==> src/sv/fisr_pkg.sv <==
// Shared types, constants and helpers for the reciprocal square root pipeline.
package fisr_pkg;

    localparam logic [31:0] MAGIC_SEED = 32'h5F375A86;
    localparam logic [31:0] FP_HALF    = 32'h3F000000;
    localparam logic [31:0] FP_THREE_HALVES = 32'h3FC00000;
    localparam logic [31:0] FP_QNAN    = 32'h7FC00000;
    localparam int unsigned NUM_STAGES = 16;
    localparam int unsigned SEED_TAPS  = 13;

    // Operand class carried ahead of normalization
    typedef enum logic [1:0] {
        KIND_NUM  = 2'd0,
        KIND_ZERO = 2'd1,
        KIND_INF  = 2'd2,
        KIND_NAN  = 2'd3
    } kind_t;

    // Unnormalized magnitude handed to the normalize/round unit:
    // value = mag * 2^(exp - 127 - 47) when the leading one sits at bit 47
    typedef struct packed {
        logic              sign;
        kind_t             kind;
        logic signed [10:0] exp;
        logic [47:0]       mag;
    } norm_in_t;

    // Count leading zeros of a 48-bit magnitude
    function automatic logic [5:0] lzc48(input logic [47:0] v);
        logic [5:0] cnt;
        logic       found;
        cnt   = 6'd48;
        found = 1'b0;
        for (int i = 47; i >= 0; i--) begin
            if (!found && v[i]) begin
                cnt   = 6'(47 - i);
                found = 1'b1;
            end
        end
        return cnt;
    endfunction

endpackage

==> src/sv/fisr_norm.sv <==
// Two-stage normalize and round-to-nearest-even unit for binary32 results.
module fisr_norm (
    input  logic              clk,
    input  logic              en,
    input  fisr_pkg::norm_in_t in_data,
    output logic [31:0]       result
);
    import fisr_pkg::*;

    logic              sign_reg;
    kind_t             kind_reg;
    logic signed [10:0] exp_reg;
    logic [5:0]        lz_reg;
    logic [47:0]       mag_reg;
    logic [31:0]       result_reg;

    logic [5:0]        lz_next;
    kind_t             kind_next;

    // Find the leading one and flag an exact zero magnitude
    always_comb
    begin
        lz_next   = lzc48(in_data.mag);
        kind_next = in_data.kind;
        if (in_data.kind == KIND_NUM && in_data.mag == 48'd0)
        begin
            kind_next = KIND_ZERO;
        end
    end

    always_ff @(posedge clk)
    begin
        if (en)
        begin
            sign_reg <= in_data.sign;
            kind_reg <= kind_next;
            exp_reg  <= in_data.exp - $signed({5'd0, lz_next});
            lz_reg   <= lz_next;
            mag_reg  <= in_data.mag;
        end
    end

    logic [47:0]        shl;
    logic [47:0]        shr;
    logic signed [10:0] under;
    logic [4:0]         rsh;
    logic               lost;
    logic               tiny;
    logic [7:0]         exp_field;
    logic [23:0]        kept;
    logic               guard;
    logic               sticky;
    logic [31:0]        base;
    logic [31:0]        rounded;
    logic [31:0]        result_next;

    // Normalize, denormalize below the normal range, round, then select special values or overflow to infinity
    always_comb
    begin
        shl   = mag_reg << lz_reg;
        tiny  = (exp_reg < 11'sd1);
        under = 11'sd1 - exp_reg;
        if (!tiny)
        begin
            rsh = 5'd0;
        end
        else if (under > 11'sd25)
        begin
            rsh = 5'd25;
        end
        else
        begin
            rsh = under[4:0];
        end
        shr       = shl >> rsh;
        lost      = |(shl & ((48'd1 << rsh) - 48'd1));
        exp_field = tiny ? 8'd0 : 8'(exp_reg - 11'sd1);
        kept      = shr[47:24];
        guard     = shr[23];
        sticky    = (|shr[22:0]) | lost;
        base      = {1'b0, exp_field, 23'd0} + {8'd0, kept};
        rounded   = base + {31'd0, guard & (sticky | kept[0])};

        unique case (kind_reg)
            KIND_NAN:  result_next = FP_QNAN;
            KIND_INF:  result_next = {sign_reg, 8'hFF, 23'd0};
            KIND_ZERO: result_next = {sign_reg, 31'd0};
            default:
            begin
                if (exp_reg > 11'sd254 || rounded[30:23] == 8'hFF)
                begin
                    result_next = {sign_reg, 8'hFF, 23'd0};
                end
                else
                begin
                    result_next = {sign_reg, rounded[30:0]};
                end
            end
        endcase
    end

    always_ff @(posedge clk)
    begin
        if (en)
        begin
            result_reg <= result_next;
        end
    end

    assign result = result_reg;

endmodule

==> src/sv/fisr_fmul.sv <==
// Three-stage binary32 multiplier: mantissa product, then normalize and round.
module fisr_fmul (
    input  logic        clk,
    input  logic        en,
    input  logic [31:0] a,
    input  logic [31:0] b,
    output logic [31:0] result
);
    import fisr_pkg::*;

    logic [7:0]  ea;
    logic [7:0]  eb;
    logic [23:0] ma;
    logic [23:0] mb;
    logic        nan_a;
    logic        nan_b;
    logic        inf_a;
    logic        inf_b;
    logic        zero_a;
    logic        zero_b;
    kind_t       kind_next;
    logic signed [10:0] exp_next;

    norm_in_t    prod_reg;

    // Unpack operands and classify the product
    always_comb
    begin
        ea     = (a[30:23] == 8'd0) ? 8'd1 : a[30:23];
        eb     = (b[30:23] == 8'd0) ? 8'd1 : b[30:23];
        ma     = {a[30:23] != 8'd0, a[22:0]};
        mb     = {b[30:23] != 8'd0, b[22:0]};
        nan_a  = (a[30:23] == 8'hFF) && (a[22:0] != 23'd0);
        nan_b  = (b[30:23] == 8'hFF) && (b[22:0] != 23'd0);
        inf_a  = (a[30:23] == 8'hFF) && (a[22:0] == 23'd0);
        inf_b  = (b[30:23] == 8'hFF) && (b[22:0] == 23'd0);
        zero_a = (a[30:0] == 31'd0);
        zero_b = (b[30:0] == 31'd0);
        exp_next = $signed({3'd0, ea}) + $signed({3'd0, eb}) - 11'sd126;
        if (nan_a || nan_b || (inf_a && zero_b) || (inf_b && zero_a))
        begin
            kind_next = KIND_NAN;
        end
        else if (inf_a || inf_b)
        begin
            kind_next = KIND_INF;
        end
        else if (zero_a || zero_b)
        begin
            kind_next = KIND_ZERO;
        end
        else
        begin
            kind_next = KIND_NUM;
        end
    end

    // Register the full mantissa product
    always_ff @(posedge clk)
    begin
        if (en)
        begin
            prod_reg.sign <= a[31] ^ b[31];
            prod_reg.kind <= kind_next;
            prod_reg.exp  <= exp_next;
            prod_reg.mag  <= ma * mb;
        end
    end

    fisr_norm u_norm (
        .clk     (clk),
        .en      (en),
        .in_data (prod_reg),
        .result  (result)
    );

endmodule

==> config.mk <==
export PLATFORM = sky130hd
export DESIGN_NAME = fisr_fmul
export DESIGN_NICKNAME = d
export VERILOG_FILES = /design/src/sv/fisr_pkg.sv /design/src/sv/fisr_norm.sv /design/src/sv/fisr_fmul.sv
export SDC_FILE = /design/constraint.sdc
export NUM_CORES = 2
export LEC_CHECK = 0
export BUFFER_PORTS_ARGS = -buffer_cell sky130_fd_sc_hd__buf_2
export CORE_MARGIN = 3
export CORE_UTILIZATION = 65
export CTS_CLUSTER_DIAMETER = 80
export CTS_CLUSTER_SIZE = 40
export DETAILED_ROUTE_END_ITERATION = 12
export GPL_ROUTABILITY_DRIVEN = 1
export PLACE_DENSITY = 0.83
export SYNTH_ARGS = -nofsm -noshare
export SYNTH_HDL_FRONTEND = slang
export SYNTH_SLANG_ARGS = --single-unit
==> constraint.sdc <==
create_clock -name clk -period 9.4 [get_ports clk]
set_input_delay 0.47 -clock clk [delete_from_list [all_inputs] [get_ports clk]]
set_output_delay 0.47 -clock clk [all_outputs]
set_load 0.02 [all_outputs]
==> run_results.csv <==
group,metric,value,unit
critical_path,startpoint_type,"primary input",
place,gp_congestion,1.06,
synthesis,synth-compound-area-share,0.116,
critical_path,reg2reg_slack,2.23,ns
grt,grt_max_degree,98,
layout,stdcell_count,4295,
min_path,hold_path_end,"prod_reg[61]",
synthesis,yosys_register_bits,161,
synthesis,avgSynthCellArea,9.10,um2
layout,antenna_cells,0,
synthesis,synth_area,33500,um2
floorplanning,core,50600,um2
routing,viasPerCell,6.53,
cts,post_cts_buffers,0,
synthesis,ys_warn_count,0,
routing,vias,28000,
critical_path,r2r_cells,16,
timing,fin_ws,1.07,ns
floorplanning,initial_utilization,0.663,
cts,hold_buffers,0,
synthesis,ys.flop_type,"edfxtp_1",
synthesis,synth_cells,3685,
run,cap_violations,0,
floorplanning,rows,82,
routing,drt_iter0_drc,3063,
timing,skew,0.0101,ns
grt,track_usage,0.359,
timing,max_slew_margin,0.249,
cts,cts-resized-gates,0,
synthesis,synth_adder_area_share,0.365,
place,hpwl,72000,um
cts,cts_tree,"done",
routing,drc_errors,0,
critical_path,cp_max_fo,23,
critical_path,critPathKind,"in -> reg",
timing,finalMaxSlewViolations,0,
layout,largest_register_ffs,61,
critical_path,critPathArrivalTime,8.54,ns
place,port_buffers,97,
synthesis,synth_simple_gate_area_frac,0.181,
timing,rsz0062_at_grt,"false",
floorplanning,fp.dieArea,54400,um2
critical_path,regToRegEndpoint,"u_norm.result[3]",
floorplanning,pin_count,98,
synthesis,ys_types,115,
min_path,worstHoldPathCells,2,
cts,cts_buffers,17,
layout,mostFrequentLayoutCells,"546 x inv_1, 509 x nand2_1, 484 x fa_1",
timing,finalSetupViolCount,0,
synthesis,synth.yosys.seq_area_share,0.144,
floorplanning,die_h,233,um
critical_path,timing.rr.start,"u_norm.lz_reg[0]",
layout,drive_gt1_frac,0.0947,
cts,clockBufferDepth,2,
synthesis,synth.area.mux_share,0.0759,
routing,wl,95600,um
critical_path,end_kind,"register",
synthesis,synth-edff-count,161,
status,outcome,"finished, final reports clean",
synthesis,synth-xor-area-share,0.0240,
place,place_inst,4263,
min_path,hp-start,"a[31]",
routing,post_drt_wl_per_cell,22.3,um
synthesis,syn_nets,4438,
place,place_ws,0.629,ns
grt,grt_pass1_wl,153000,um
cts,cts_max_level,4,
layout,fillCellCount,3861,
timing,min_period_over_period,0.886,
routing,drtAntennaViolNets,0,
cts,clkLatencyLatePin,0.46,ns
layout,area_growth,3.41,%
routing,dr.pass1.iters,6,
layout,mostFrequentLayoutCell,"inv_1",
grt,antenna_found_initial,2,
timing,max_clock_freq,120,MHz
layout,finish.utilization,0.686,
cts,cts_sinks,161,
floorplanning,die_w,233,um
grt,grt_pass1_vias,28300,
cts,clk_pin_slew,0.07,ns
layout,final_nets,4363,
synthesis,synth_top_family_by_area,"adder cells",
timing,hold_viol,0,
synthesis,synthArstFlopShare,0,
timing,period_minus_slack,8.33,ns
grt,gr-total-overflow,0,
timing,tns,0,ns
cts,root_buffer,"clkbuf_16",
timing,tightest_slew,1.12,ns
min_path,min_path_type,"in -> reg",
critical_path,worstPathRequired,9.62,ns
area by class of cell:
class                           count  area [um2]  share of cell area
Multi-Input combinational cell   2746       25600               0.737
Sequential cell                   161        4830               0.139
Inverter                          548        2060              0.0593
Tap cell                          672         841              0.0242
Timing Repair Buffer              136         797              0.0230
Clock buffer                       19         433              0.0125
Clock inverter                     13         150             0.00433
critical path, stage by stage:
cell and delay (ns):
buf_2 0.11, nor4_1 0.29, nand2_1 0.27, buf_4 0.31, nand2_1 0.11, fa_1 0.43, fa_1 0.51, fa_1 0.44
fa_1 0.52, fa_1 0.44, fa_1 0.50, inv_1 0.05, fa_1 0.43, ha_1 0.35, a21o_1 0.20, a21o_1 0.17
a21o_1 0.18, a21o_1 0.21, nor3_1 0.17, a21oi_1 0.20, a211o_1 0.35, and3_1 0.15, a211o_1 0.28, o31a_1 0.33
and4_1 0.23, or3_1 0.36, o41a_1 0.33, xnor2_1 0.13
metrics by stage:
step,area (um2),hold slack [ns]
floorplan,33500,0.400
global placement,34100,0.400
detailed placement,34100,0.412
CTS,34700,0.302
global route,34700,0.317
finish,34700,0.318
cell usage after synthesis (all sizes together), types with 11 or more instances:
| cell | count | share of area |
|---|---|---|
| ha | 203 | 0.076 |
| a211oi | 34 | 0.0090 |
| nand3 | 28 | 0.0042 |
| o221ai | 12 | 0.0037 |
| xnor2 | 53 | 0.014 |
| edfxtp | 161 | 0.14 |
| fa | 484 | 0.29 |
| a211o | 12 | 0.0031 |
| nand2 | 510 | 0.057 |
| a21oi | 131 | 0.020 |
| or3 | 21 | 0.0041 |
| inv | 547 | 0.061 |
| xor2 | 39 | 0.010 |
| o21bai | 17 | 0.0038 |
| o22ai | 22 | 0.0041 |
| mux2i | 100 | 0.030 |
| nor4 | 48 | 0.010 |
| nand4 | 23 | 0.0043 |
| clkbuf | 170 | 0.019 |
| o31ai | 20 | 0.0048 |
| or2 | 15 | 0.0028 |
| o2111ai | 11 | 0.0029 |
| nor2 | 189 | 0.021 |
| and2 | 212 | 0.040 |
| nor3 | 88 | 0.016 |
| o21a | 11 | 0.0025 |
| mux4 | 51 | 0.034 |
| a21o | 36 | 0.0081 |
| buf | 60 | 0.014 |
| o211ai | 16 | 0.0036 |
| and3 | 13 | 0.0024 |
| o21ai | 88 | 0.013 |
| a31oi | 19 | 0.0039 |
| nor2b | 20 | 0.0037 |
| a22oi | 17 | 0.0040 |
| mux2 | 33 | 0.011 |
| nand2b | 24 | 0.0045 |
how the worst max path moves through the flow:
| stage | from | to |
|---|---|---|
| 4_1_cts | b[28] | prod_reg[47] |
| 6_report | b[24] | prod_reg[47] |
| 5_1_grt | a[25] | prod_reg[47] |
| 3_3_place_gp | b[28] | prod_reg[47] |
| 3_5_place_dp | b[28] | prod_reg[47] |
| 2_1_floorplan | a[29] | prod_reg[47] |
metal layers:
layer,GRT usage,share of wire
met1,0.451,0.36
met2,0.573,0.47
met5,0,0.00014
met3,0.0862,0.11
met4,0.203,0.064
kinds of logic after synthesis:
kind of cell	Yosys count
compound gates	551
xor+xnor	92
fa+ha+maj	688
buf+inv	778
flops	161
mux	184
simple gates	1231
Power is not shown: default switching activity piles up to over one toggle a cycle in this logic, so the estimate is an artifact.
