[config.mk]
export PLATFORM = sky130hd
export DESIGN_NAME = fisr_fadd
export DESIGN_NICKNAME = d
export VERILOG_FILES = /design/src/sv/fisr_pkg.sv /design/src/sv/fisr_norm.sv /design/src/sv/fisr_fadd.sv
export SDC_FILE = /design/constraint.sdc
export NUM_CORES = 1
export LEC_CHECK = 0
export BUFFER_PORTS_ARGS = -buffer_cell sky130_fd_sc_hd__buf_2
export CORE_UTILIZATION = 45
export DETAILED_ROUTE_END_ITERATION = 6
export PLACE_DENSITY = 0.67
export SYNTH_ARGS = -nofsm -noshare
export SYNTH_HDL_FRONTEND = slang
export SYNTH_SLANG_ARGS = --single-unit
[constraint.sdc]
create_clock -name clk -period 8.55 [get_ports clk]
set_input_delay 1.2825 -clock clk [delete_from_list [all_inputs] [get_ports clk]]
set_output_delay 1.2825 -clock clk [all_outputs]
set_load 0.02 [all_outputs]
[src/sv/fisr_pkg.sv]
// Shared types, constants and helpers for the reciprocal square root pipeline.
package fisr_pkg;

    localparam logic [31:0] MAGIC_SEED = 32'h5F375A86;
    localparam logic [31:0] FP_HALF    = 32'h3F000000;
    localparam logic [31:0] FP_THREE_HALVES = 32'h3FC00000;
    localparam logic [31:0] FP_QNAN    = 32'h7FC00000;
    localparam int unsigned NUM_STAGES = 16;
    localparam int unsigned SEED_TAPS  = 13;

    // Operand class carried ahead of normalization
    typedef enum logic [1:0] {
        KIND_NUM  = 2'd0,
        KIND_ZERO = 2'd1,
        KIND_INF  = 2'd2,
        KIND_NAN  = 2'd3
    } kind_t;

    // Unnormalized magnitude handed to the normalize/round unit:
    // value = mag * 2^(exp - 127 - 47) when the leading one sits at bit 47
    typedef struct packed {
        logic              sign;
        kind_t             kind;
        logic signed [10:0] exp;
        logic [47:0]       mag;
    } norm_in_t;

    // Count leading zeros of a 48-bit magnitude
    function automatic logic [5:0] lzc48(input logic [47:0] v);
        logic [5:0] cnt;
        logic       found;
        cnt   = 6'd48;
        found = 1'b0;
        for (int i = 47; i >= 0; i--) begin
            if (!found && v[i]) begin
                cnt   = 6'(47 - i);
                found = 1'b1;
            end
        end
        return cnt;
    endfunction

endpackage

[src/sv/fisr_norm.sv]
// Two-stage normalize and round-to-nearest-even unit for binary32 results.
module fisr_norm (
    input  logic              clk,
    input  logic              en,
    input  fisr_pkg::norm_in_t in_data,
    output logic [31:0]       result
);
    import fisr_pkg::*;

    logic              sign_reg;
    kind_t             kind_reg;
    logic signed [10:0] exp_reg;
    logic [5:0]        lz_reg;
    logic [47:0]       mag_reg;
    logic [31:0]       result_reg;

    logic [5:0]        lz_next;
    kind_t             kind_next;

    // Find the leading one and flag an exact zero magnitude
    always_comb
    begin
        lz_next   = lzc48(in_data.mag);
        kind_next = in_data.kind;
        if (in_data.kind == KIND_NUM && in_data.mag == 48'd0)
        begin
            kind_next = KIND_ZERO;
        end
    end

    always_ff @(posedge clk)
    begin
        if (en)
        begin
            sign_reg <= in_data.sign;
            kind_reg <= kind_next;
            exp_reg  <= in_data.exp - $signed({5'd0, lz_next});
            lz_reg   <= lz_next;
            mag_reg  <= in_data.mag;
        end
    end

    logic [47:0]        shl;
    logic [47:0]        shr;
    logic signed [10:0] under;
    logic [4:0]         rsh;
    logic               lost;
    logic               tiny;
    logic [7:0]         exp_field;
    logic [23:0]        kept;
    logic               guard;
    logic               sticky;
    logic [31:0]        base;
    logic [31:0]        rounded;
    logic [31:0]        result_next;

    // Normalize, denormalize below the normal range, round, then select special values or overflow to infinity
    always_comb
    begin
        shl   = mag_reg << lz_reg;
        tiny  = (exp_reg < 11'sd1);
        under = 11'sd1 - exp_reg;
        if (!tiny)
        begin
            rsh = 5'd0;
        end
        else if (under > 11'sd25)
        begin
            rsh = 5'd25;
        end
        else
        begin
            rsh = under[4:0];
        end
        shr       = shl >> rsh;
        lost      = |(shl & ((48'd1 << rsh) - 48'd1));
        exp_field = tiny ? 8'd0 : 8'(exp_reg - 11'sd1);
        kept      = shr[47:24];
        guard     = shr[23];
        sticky    = (|shr[22:0]) | lost;
        base      = {1'b0, exp_field, 23'd0} + {8'd0, kept};
        rounded   = base + {31'd0, guard & (sticky | kept[0])};

        unique case (kind_reg)
            KIND_NAN:  result_next = FP_QNAN;
            KIND_INF:  result_next = {sign_reg, 8'hFF, 23'd0};
            KIND_ZERO: result_next = {sign_reg, 31'd0};
            default:
            begin
                if (exp_reg > 11'sd254 || rounded[30:23] == 8'hFF)
                begin
                    result_next = {sign_reg, 8'hFF, 23'd0};
                end
                else
                begin
                    result_next = {sign_reg, rounded[30:0]};
                end
            end
        endcase
    end

    always_ff @(posedge clk)
    begin
        if (en)
        begin
            result_reg <= result_next;
        end
    end

    assign result = result_reg;

endmodule

[src/sv/fisr_fadd.sv]
// Four-stage binary32 adder: align, add, then normalize and round.
module fisr_fadd (
    input  logic        clk,
    input  logic        en,
    input  logic [31:0] a,
    input  logic [31:0] b,
    output logic [31:0] result
);
    import fisr_pkg::*;

    logic [31:0] big;
    logic [31:0] sml;
    logic [7:0]  e_big;
    logic [7:0]  e_sml;
    logic [7:0]  diff;
    logic [4:0]  dsh;
    logic [27:0] m_big;
    logic [27:0] m_sml;
    logic [27:0] m_shr;
    logic        nan_a;
    logic        nan_b;
    logic        inf_a;
    logic        inf_b;
    logic        sub_op;
    kind_t       kind_next;
    logic        sign_next;

    logic [27:0] big_reg;
    logic [27:0] sml_reg;
    logic        sub_reg;
    logic        sign_reg;
    logic        zsign_reg;
    kind_t       kind_reg;
    logic signed [10:0] exp_reg;

    // Order by magnitude and align the smaller operand with sticky
    always_comb
    begin
        if (a[30:0] >= b[30:0])
        begin
            big = a;
            sml = b;
        end
        else
        begin
            big = b;
            sml = a;
        end
        e_big  = (big[30:23] == 8'd0) ? 8'd1 : big[30:23];
        e_sml  = (sml[30:23] == 8'd0) ? 8'd1 : sml[30:23];
        diff   = e_big - e_sml;
        dsh    = (diff > 8'd27) ? 5'd27 : diff[4:0];
        m_big  = {1'b0, big[30:23] != 8'd0, big[22:0], 3'd0};
        m_sml  = {1'b0, sml[30:23] != 8'd0, sml[22:0], 3'd0};
        m_shr  = (m_sml >> dsh) | {27'd0, |(m_sml & ((28'd1 << dsh) - 28'd1))};
        nan_a  = (a[30:23] == 8'hFF) && (a[22:0] != 23'd0);
        nan_b  = (b[30:23] == 8'hFF) && (b[22:0] != 23'd0);
        inf_a  = (a[30:23] == 8'hFF) && (a[22:0] == 23'd0);
        inf_b  = (b[30:23] == 8'hFF) && (b[22:0] == 23'd0);
        sub_op = a[31] ^ b[31];
        sign_next = big[31];
        if (nan_a || nan_b || (inf_a && inf_b && sub_op))
        begin
            kind_next = KIND_NAN;
        end
        else if (inf_a || inf_b)
        begin
            kind_next = KIND_INF;
            sign_next = inf_a ? a[31] : b[31];
        end
        else
        begin
            kind_next = KIND_NUM;
        end
    end

    always_ff @(posedge clk)
    begin
        if (en)
        begin
            big_reg   <= m_big;
            sml_reg   <= m_shr;
            sub_reg   <= sub_op;
            sign_reg  <= sign_next;
            zsign_reg <= a[31] & b[31];
            kind_reg  <= kind_next;
            exp_reg   <= $signed({3'd0, e_big}) + 11'sd1;
        end
    end

    logic [27:0] sum;
    norm_in_t    sum_next;
    norm_in_t    sum_reg;

    // Add or subtract aligned magnitudes; exact zero takes the round-to-nearest sign
    always_comb
    begin
        sum = sub_reg ? (big_reg - sml_reg) : (big_reg + sml_reg);
        sum_next.kind = kind_reg;
        sum_next.exp  = exp_reg;
        sum_next.mag  = {sum, 20'd0};
        if (kind_reg == KIND_NUM && sum == 28'd0)
        begin
            sum_next.sign = zsign_reg;
        end
        else
        begin
            sum_next.sign = sign_reg;
        end
    end

    always_ff @(posedge clk)
    begin
        if (en)
        begin
            sum_reg <= sum_next;
        end
    end

    fisr_norm u_norm (
        .clk     (clk),
        .en      (en),
        .in_data (sum_reg),
        .result  (result)
    );

endmodule
==> summary.txt, run 1 <==
Floorplanning
  – Num rows: 74
  – Initial Util: 45.7%
  – Die width: 206 um
  – Die height: roughly 210 um
  – IO Count: between 90 and 100
  – Total die area: between 40,000 and 50,000 sq um
  – Core ar.: about 41,000 sq um

Clock network
  – Clk sink count: roughly 190
  – CTS buffer count: 17
  – CTS tree: built
  – Clk slew on worst S/H paths: around 70 ps
  – Hold-fix buffers, CTS: 0
  – H-tree depth: 4
  – Clock Path Buffers: 2
  – Setup repair bufs after CTS: 0
  – Root Driver: clkbuf_16
  – Worst skew pair latency: between 400 and 500 ps
  – Post-CTS Resized: 0

Worst setup path
  – Worst-path maximum fanout: 19
  – Most used cell, CP: o21ai_0
  – Arr. time, crit path: around 8000 ps
  – R2R cell count: 20
  – CP Class: input pin to flop
  – Max stage delay on crit path: roughly 480 ps
  – Crit path capture type: flop
  – CP Launch Type: input pin
  – Slowest-stage cell, CP: or4_1
  – Required time of the critical path: between 8000 and 9000 ps

Placed design
  – Post-DP HPWL: around 47,000 um
  – Placement Cell Area: between 15,000 and 20,000 sq um
  – PortBufs: 97
  – GP Congestion: about 1

Min path
  – Worst min path class: flop to flop
  – Hold Crit Depth: 0

Pwr
  – Internal Power: ~2.4 mW
  – Clock power share: around 18%
  – Power after layout: between 4 and 5 mW
  – Peak VDD IR: about 110 uV
  – Switching power total: between 1.5 and 2 mW
  – Sw Ratio: 43.8%
  – Comb pwr share: about half
  – Power Density: 210 nW/um^2
  – Seq pwr share: a little under a third
  – Leak pwr: roughly 8.2 nW

Synthesis
  – Cell area after synthesis: approximately 19,000 sq um
  – Synth Register Bits: 185
  – Top post-synthesis cells by area: edfxtp_1 (30%), mux2i_1 (8.9%), ha_1 (6.8%)
  – Number of synthesized flops with an enable pin: around 190
  – Post-synthesis sequential area ratio: between 20 and 30%
  – Yosys cell types: approximately 120
  – Post-Syn Nets: around 2,200
  – Synthesis warning total: 0
  – Synthesized area per cell: a little over 9 sq um
  – Share of the synthesized area in the top cell type: approximately 30%
  – Area leader, netlist: edfxtp_1
  – Ys async rst share: 0%
  – Ys flop type: edfxtp_1
  – Cells after synthesis: 2,035

Route
  – Drt drc: 0
  – DR iter-0 viols: about 1,400
  – DRT Pass-1 Iters: 6
  – Final WL: ~60,000 um
  – Via count: between 15,000 and 20,000
  – Routed wire per std cell: 22.8 um
  – Vias per cell: around 6.3
  – DRT antenna net count: 0

STA
  – Setup Skew: ~14 ps
  – Fmax: roughly 120 MHz
  – Setup TNS: 0 ps
  – # setup viols final: 0
  – Hold slack: between 400 and 500 ps
  – Final hold vios: 0
  – Minimum clock period: 8010 ps
  – Final period util: between 90% and 100%
  – RSZ-0062 raised after global routing: false
  – Worst Max-Slew Pin Slew: 1240 ps
  – Worst relative slew slack: between 10% and 20%
  – Final Max Slew Viols: 0

Final layout
  – Syn-to-layout area delta: 8.43%
  – Max reg flops: 40
  – Storage cell area: ~5600 sq um
  – Fin util: 49.5%
  – Multi-input gate area: 12,200 sq um
  – Share of layout cells above drive strength 1: about 16%
  – Fillers: ~3,900
  – Antenna Cells: 0
  – Finished Cell Area: slightly above 20,000 sq um
  – Fin nets: 2,266

GRT
  – Total global routing overflow: 0
  – Largest net degree at the start of global routing: 92
  – Initial antenna violation count: 0
  – GRT Resource Usage Total: ~28%
  – Vias in the first global route: 16,104
  – First-pass GRT wire length: around 93,000 um

Status
  – Status: finished clean

Job
  – Max_cap viols: 0
==> critical path: cells and delay by family <==
family / cells / cell delay, ps
AOI/OAI and AO/OA: 16 / 3600
and+or+nand+nor: 9 / 2340
adders and majority gates: 2 / 530
buffers and inverters: 3 / 410
==> power groups by stage <==
stage               registers, mW  logic (mW)  clock network (mW)
floorplan                    1.27        1.54                   0
CTS                          1.32        2.13               0.764
global placement             1.34        2.11                   0
finish                       1.33        2.18               0.750
detailed placement           1.34        2.12                   0
global route                 1.34        2.34               0.791
==> per-layer routing <==
| metal | vias to the layer above | track usage [%] | routed length (um) |
|---|---|---|---|
| li1 | 7874 | - | - |
| met1 | 8006 | 34.5 | 24400 |
| met2 | 634 | 50.0 | 30100 |
| met3 | 128 | 3.15 | 3020 |
| met4 | 0 | 13.0 | 2640 |
| met5 | - | 0 | 0 |
==> path summary, 6_finish.rpt <==
check	from	end	slack, ps
setup / recovery	b[24]	sml_reg[0]$_DFFE_PP_	540
hold / removal	exp_reg[4]$_DFFE_PP_	sum_reg[52]$_DFFE_PP_	420
setup reg to reg	u_norm.exp_reg[1]$_DFFE_PP_	u_norm.result[22]$_DFFE_PP_	1550
hold reg to reg	exp_reg[4]$_DFFE_PP_	sum_reg[52]$_DFFE_PP_	420
==> layout make-up <==
cell class / count / area share (%)
Sequential cell: 185 / 27.4
Clock buffer: 17 / 2.10
Inverter: 122 / 2.26
Tap cell: 532 / 3.28
Clock inverter: 15 / 0.623
Timing Repair Buffer: 141 / 4.12
Multi-Input combinational cell: 1628 / 60.2
==> stage by stage <==
| step | setup slack (ps) | cells |
|---|---|---|
| after floorplan | 127 | 2035 |
| after global placement | 414 | 2607 |
| after detailed placement | 260 | 2607 |
| after CTS | 725 | 2639 |
| after global routing | 47.0 | 2640 |
| final | 535 | 2640 |
==> Yosys cell counts (18+ instances only) <==
| cell | number |
|---|---|
| buf_2 | 18 |
| a31oi_1 | 27 |
| edfxtp_1 | 185 |
| nor2_1 | 169 |
| mux2_2 | 59 |
| xor2_1 | 25 |
| nand4_1 | 27 |
| a211oi_1 | 25 |
| nand2_1 | 142 |
| mux4_2 | 23 |
| ha_1 | 102 |
| inv_1 | 117 |
| a21o_1 | 29 |
| nand2b_1 | 23 |
| nor4_1 | 29 |
| xnor2_1 | 46 |
| nor3_1 | 81 |
| a21oi_1 | 102 |
| nand3_1 | 37 |
| o211ai_1 | 20 |
| mux2i_1 | 167 |
| o21ai_0 | 113 |
| clkbuf_1 | 57 |
| o22ai_1 | 27 |
==> kinds of logic after synthesis <==
kind of cell / after synthesis / share of synthesized area, %
simple gates: 660 / 18.3
compound gates: 533 / 19.8
mux: 258 / 16.3
buf+inv: 223 / 5.34
flops: 185 / 29.7
fa+ha+maj: 105 / 7.15
xor+xnor: 71 / 3.33
==> cells in the final DEF, fill, tap and decap left out, drive strengths merged, types with 29 or more instances in the layout <==
cell,count
nor4,31
nor3,88
a21oi,104
mux2,62
nand2,143
o21ai,120
nand3,38
buf,141
ha,102
nor2,184
mux2i,167
nand4,29
a21o,29
edfxtp,185
mux4,29
xnor2,46
inv,122
Power figures use the tool's default switching activity.
==> run 2: changes to the inputs <==
- SYNTH_HIERARCHICAL: unset -> 1
==> summary.txt, run 2 <==
Placed design
  – Dpl ws: approximately 320 ps
  – Post-DP HPWL: 62,600 um
  – GP Congestion: roughly 1
  – PortBufs: 97
  – Placement Cell Area: between 20,000 and 25,000 sq um

Status
  – Status: finished with violations
  – Violated checks: DRC

Clock network
  – Clk slew on worst S/H paths: 60 ps
  – Worst skew pair latency: 530 ps
  – Post-CTS Resized: 0
  – H-tree depth: 1
  – Clk sink count: a little over 200
  – Setup repair bufs after CTS: 0
  – Clock Path Buffers: 3
  – Root Driver: clkbuf_16
  – Hold-fix buffers, CTS: 0
  – CTS buffer count: 24
  – CTS tree: built

Route
  – Vias per cell: roughly 6.4
  – Routed wire per std cell: between 20 and 25 um
  – Via count: approximately 22,000
  – Drt drc: 5
  – DR iter-0 viols: around 2,600
  – Final WL: roughly 80,000 um
  – DRT Pass-1 Iters: 7
  – DRT antenna net count: 0

Floorplanning
  – Die height: between 200 and 250 um
  – IO Count: 98
  – Num rows: just over 80
  – Initial Util: a little under half
  – Total die area: approximately 51,000 sq um
  – Core ar.: about 50,000 sq um
  – Die width: between 200 and 250 um

STA
  – Minimum clock period: 7760 ps
  – Final hold vios: 0
  – Worst relative slew slack: 20.0%
  – Setup Skew: 15.9 ps
  – Final Max Slew Viols: 0
  – Final period util: approximately nine tenths
  – Setup TNS: 0 ps
  – RSZ-0062 raised after global routing: false
  – Fmax: roughly 130 MHz
  – Smallest setup slack after layout: about 800 ps
  – # setup viols final: 0
  – Worst Max-Slew Pin Slew: approximately 1200 ps

Worst setup path
  – Required time of the critical path: between 8000 and 9000 ps
  – Worst-path maximum fanout: 28
  – Arr. time, crit path: roughly 8000 ps
  – CP bufs+invs: 5
  – R2r setup slk: approximately 1300 ps
  – CP Class: input pin to flop
  – Worst path top cell family by delay: compound AO/OA/AOI/OAI gates
  – Slowest-stage cell, CP: a32oi_1
  – Crit path capture type: flop
  – CP Launch Type: input pin
  – Max stage delay on crit path: between 400 and 500 ps

Synthesis
  – Share of the synthesized area in the top cell type: 27.5%
  – Top post-synthesis cells by area: edfxtp_1 (28%), mux2i_1 (7.2%), ha_1 (5.8%)
  – Largest family of logic cells by synthesized area: compound AO/OA/AOI/OAI gates
  – Synth Area in Simple Gates: ~21%
  – Ys async rst share: 0%
  – Area leader, netlist: edfxtp_1
  – Synth Register Bits: 205
  – Number of synthesized flops with an enable pin: around 210
  – Ys flop type: edfxtp_1
  – XOR/XNOR share of the synthesized area: about 3.3%
  – Post-synthesis sequential area ratio: ~28%
  – Mux contribution to synthesized area: about an eighth
  – Post-Synth Adder-Cell Area: under 10%
  – Post-synthesis compound-gate area fraction: ~24%
  – Synthesized area per cell: roughly 8.5 sq um
  – Cell area after synthesis: between 20,000 and 25,000 sq um
  – Most common library cells after synthesis: nor2_1 (259), nand2_1 (218), edfxtp_1 (205)
  – Yosys cell types: about 110
  – Most frequent cell after synthesis: nor2_1
  – Synthesis warning total: 6
  – Cells after synthesis: about 2,600

Job
  – Max_cap viols: 0

Final layout
  – Most common cell after layout, fill and taps aside: nor2_1
  – Fin nets: 2,989
  – Most frequent cells in the layout: nor2_1 (257), nand2_1 (217), edfxtp_1 (205), mux2i_1 (160), a21oi_1 (147)
  – Syn-to-layout area delta: 12.4%
  – Fin util: about half
  – Share of layout cells above drive strength 1: between 10 and 15%
  – Antenna Cells: 0
  – Max reg flops: 48
  – Finished Cell Area: around 25,000 sq um

GRT
  – Met2 usage: 53.9%
  – Largest net degree at the start of global routing: 94
  – GRT Resource Usage Total: between 30% and 40%
  – Vias in the first global route: roughly 22,000
  – Busiest grt layer: met2
  – GRT met1 Usage: between 30% and 40%
  – GR Util met3: ~3.6%
  – Initial antenna violation count: 1
  – First-pass GRT wire length: about 120,000 um
  – Total global routing overflow: 0

Pwr
  – Peak VDD IR: 112 uV
  – Power after layout: between 5 and 6 mW
  – Leak pwr: about 9.8 nW
  – Power Density: about 210 nW/um^2

Min path
  – Worst min path class: flop to flop
==> run 2: cell count changes in the layout (fill, tap and decap cells not counted), sizes merged, moves of 29 or more <==
cell / change
nor2: +76
nand2: +75
buf: +77
a211oi: +29
a21oi: +46
nand3: +30
conb: +92
==> run 2: worst paths after layout <==
path                                    start                              to  cells after the start
hold reg to reg          exp_reg[4]$_DFFE_PP_           sum_reg[52]$_DFFE_PP_                      0
hold / removal           exp_reg[4]$_DFFE_PP_           sum_reg[52]$_DFFE_PP_                      0
setup reg to reg  u_norm/exp_reg[1]$_DFFE_PP_  u_norm/result[8]$_SDFFCE_PP0P_                     20
setup / recovery                        b[12]            sml_reg[8]$_DFFE_PP_                     30
==> run 2: cells by family after synthesis <==
logic type	count (synthesis)
simple gates	932
fa+ha+maj	107
xor+xnor	84
buf+inv	279
mux	246
compound gates	782
flops	205
other cells	1
==> run 2: where the power goes <==
group | internal, mW | total [mW] | leakage [nW] | switching [mW]
Sequential | 1.30 | 1.44 | 2.01 | 0.137
Combinational | 1.07 | 2.83 | 7.44 | 1.76
Clock | 0.641 | 1.05 | 0.397 | 0.407
Total | 3.01 | 5.31 | 9.84 | 2.30
==> run 2: metal layers <==
| metal | up-vias | part of all wire [%] | wire length [um] |
|---|---|---|---|
| li1 | 10416 | - | - |
| met1 | 10580 | 39 | 31200 |
| met2 | 1128 | 49 | 38700 |
| met3 | 265 | 6.4 | 5130 |
| met4 | 2 | 5.8 | 4630 |
| met5 | - | 0.020 | 16 |
==> run 2: worst reg2reg max path: stages (launching register included) <==
cell	delay (ps)
edfxtp_1	550
inv_1	310
ha_1	430
nor2b_1	320
a31oi_1	150
o32a_1	430
a21oi_2	740
o21ai_1	550
a22oi_2	350
nand2_1	150
a221oi_2	420
mux2i_1	170
nor2_1	130
ha_1	240
nand2_1	70
o32a_1	440
o41ai_4	450
xor2_1	240
nand3b_1	100
and4bb_2	610
nor3_1	140
==> run 2: final cells by class <==
cell class	instances	area (sq um)
multi-input combinational	2243	15400
inverter	123	464
clock buffer	27	612
fill	4610	23800
timing repair buffer	219	1460
clock inverter	17	210
tap	664	831
sequential	205	6160
==> run 2: metrics by stage <==
step           instances  hold WS (ps)
5_1_grt             3498           424
6_report            3498           420
3_3_place_gp        3454           401
2_1_floorplan       2727           400
4_1_cts             3498           421
3_5_place_dp        3454           407
==> run 3: changes to the inputs <==
- CORE_ASPECT_RATIO: unset -> 0.9
- clock period: 8.55 -> 6.54 ns (I/O delays scaled with it)
==> summary.txt, run 3 (synthesized netlist as in run 2, its figures left out) <==
Placed design
  – Post-DP HPWL: approximately 67,000 um
  – Dpl ws: -1230 ps
  – Placement Cell Area: 26,200 sq um
  – PortBufs: a little under 100
  – GP Congestion: 1.02
  – DP Cell Count: about 3,600

Route
  – DR iter-0 viols: about 2,600
  – Via count: 23,491
  – Final WL: about 85,000 um
  – DRT antenna net count: 0
  – Vias per cell: approximately 6.4
  – DRT Pass-1 Iters: 6
  – Routed wire per std cell: roughly 23 um
  – Drt drc: 0

Pwr
  – Comb pwr share: between 50 and 60%
  – Seq pwr share: between 20% and 30%
  – Leak pwr: between 10 and 15 nW
  – Clock power share: a little under a fifth
  – Switching power total: approximately 3.2 mW
  – Peak VDD IR: approximately 180 uV
  – Power after layout: ~7.4 mW
  – Internal Power: slightly above 4 mW
  – Power Density: between 200 and 300 nW/um^2
  – Sw Ratio: 44.1%

Worst setup path
  – Slowest-stage cell, CP: fa_2
  – Most used cell, CP: buf_4
  – Worst-path maximum fanout: 22
  – CP Launch Type: input pin
  – Max stage delay on crit path: about 370 ps
  – Arr. time, crit path: approximately 6600 ps
  – CP Class: input pin to flop
  – Crit path capture type: flop
  – Required time of the critical path: 6830 ps
  – R2r setup slk: about 320 ps

GRT
  – Vias in the first global route: between 20,000 and 25,000
  – GRT Resource Usage Total: about 32%
  – Largest net degree at the start of global routing: around 180
  – Total global routing overflow: 0
  – Initial antenna violation count: 0
  – First-pass GRT wire length: about 130,000 um

Clock network
  – Hold-fix buffers, CTS: 0
  – Clk sink count: just over 200
  – Clk slew on worst S/H paths: roughly 60 ps
  – Root Driver: clkbuf_16
  – CTS buffer count: 25
  – Worst skew pair latency: 570 ps
  – Clock Path Buffers: 3
  – CTS tree: built
  – H-tree depth: 1

STA
  – Setup TNS: 0 ps
  – Smallest setup slack after layout: roughly 250 ps
  – Worst Max-Slew Pin Slew: between 1000 and 1500 ps
  – # setup viols final: 0
  – Hold slack: roughly 420 ps
  – Minimum clock period: roughly 6300 ps
  – Final hold vios: 0
  – Worst relative slew slack: between 20 and 30%
  – Setup Skew: approximately 21 ps
  – Final period util: between 90% and 100%
  – Fmax: around 160 MHz
  – Final Max Slew Viols: 0

Min path
  – Worst min path class: flop to flop

Final layout
  – Syn-to-layout area delta: 21.8%
  – Most frequent cells in the layout: buf_4 (291), nor2_1 (257), nand2_1 (215), edfxtp_1 (205), mux2i_1 (153)
  – Finished Cell Area: around 27,000 sq um
  – Max reg flops: 48
  – Fillers: around 4,500
  – Finished Layout Cells: 3,653
  – Antenna Cells: 0
  – Most common cell after layout, fill and taps aside: buf_4
  – Fin nets: around 3,200
  – Share of layout cells above drive strength 1: approximately 23%
  – Fin util: 55.5%

Job
  – Max_cap viols: 0

Floorplanning
  – IO Count: 98
  – Total die area: 50,600 sq um
  – Die width: approximately 240 um
  – Initial Util: a little under half
  – Die height: between 200 and 250 um
  – Num rows: 77
  – Core ar.: approximately 49,000 sq um

Status
  – Status: finished clean
## run 3: changes by cell type in the layout (fill, tap and decap cells not counted), moves of 9 or more
cell     delta
buf_4     +173
ha_1       -25
inv_2      +13
o21ai_0     -9
inv_1      -28
inv_4      +12
ha_4       +24
## run 3: critical path: cells and delay by family
family | cells | cell delay, ps
AO/OA/AOI/OAI | 11 | 1750
AND/OR/NAND/NOR | 10 | 1740
buffers and inverters | 9 | 1290
adder cells (fa/ha/maj) | 3 | 780
## run 3: repair_timing
action | 4_1_cts | 5_1_grt
pin swaps | 0 | 4
gates resized for setup | 3 | 33
cloned | 0 | 3
buffers inserted | 0 | 5
setup endpoints to repair | 1 | 51
## run 3: worst paths after layout
| path | endpoint | depth (start not counted) | startpoint |
|---|---|---|---|
| worst max-delay path | sml_reg[8]$_DFFE_PP_ | 33 | b[12] |
| worst min-delay path | sum_reg[53]$_DFFE_PP_ | 0 | exp_reg[5]$_DFFE_PP_ |
| worst max register to register | u_norm/result[1]$_SDFFCE_PP0P_ | 22 | u_norm/lz_reg[3]$_DFFE_PP_ |
| worst min register to register | sum_reg[53]$_DFFE_PP_ | 0 | exp_reg[5]$_DFFE_PP_ |
## run 3: area by class of cell
class                      count  area (sq um)  share of cell area, %
clock buffer                  30           644                   2.36
clock inverter                16           185                  0.679
inverter                     123           517                   1.90
multi-input combinational   2244         16000                   58.7
sequential                   205          6160                   22.6
tap                          632           791                   2.90
timing repair buffer         403          2970                   10.9
## run 3: power groups by stage
stage | clock, mW | combinational [mW] | sequential, mW
final | 1.39 | 4.08 | 1.88
after global routing | 1.47 | 4.32 | 1.91
after CTS | 1.43 | 3.89 | 1.89
after detailed placement | 0 | 3.87 | 1.91
after global placement | 0 | 3.85 | 1.91
after floorplan | 0 | 2.53 | 1.84
## run 3: per-layer routing
metal	vias to the layer above	wire, um	track usage (%)
met2	1221	39400	54.1
met3	264	6700	4.56
met1	11223	34200	41.4
met4	0	4250	14.2
met5	-	0	0
li1	10783	-	-
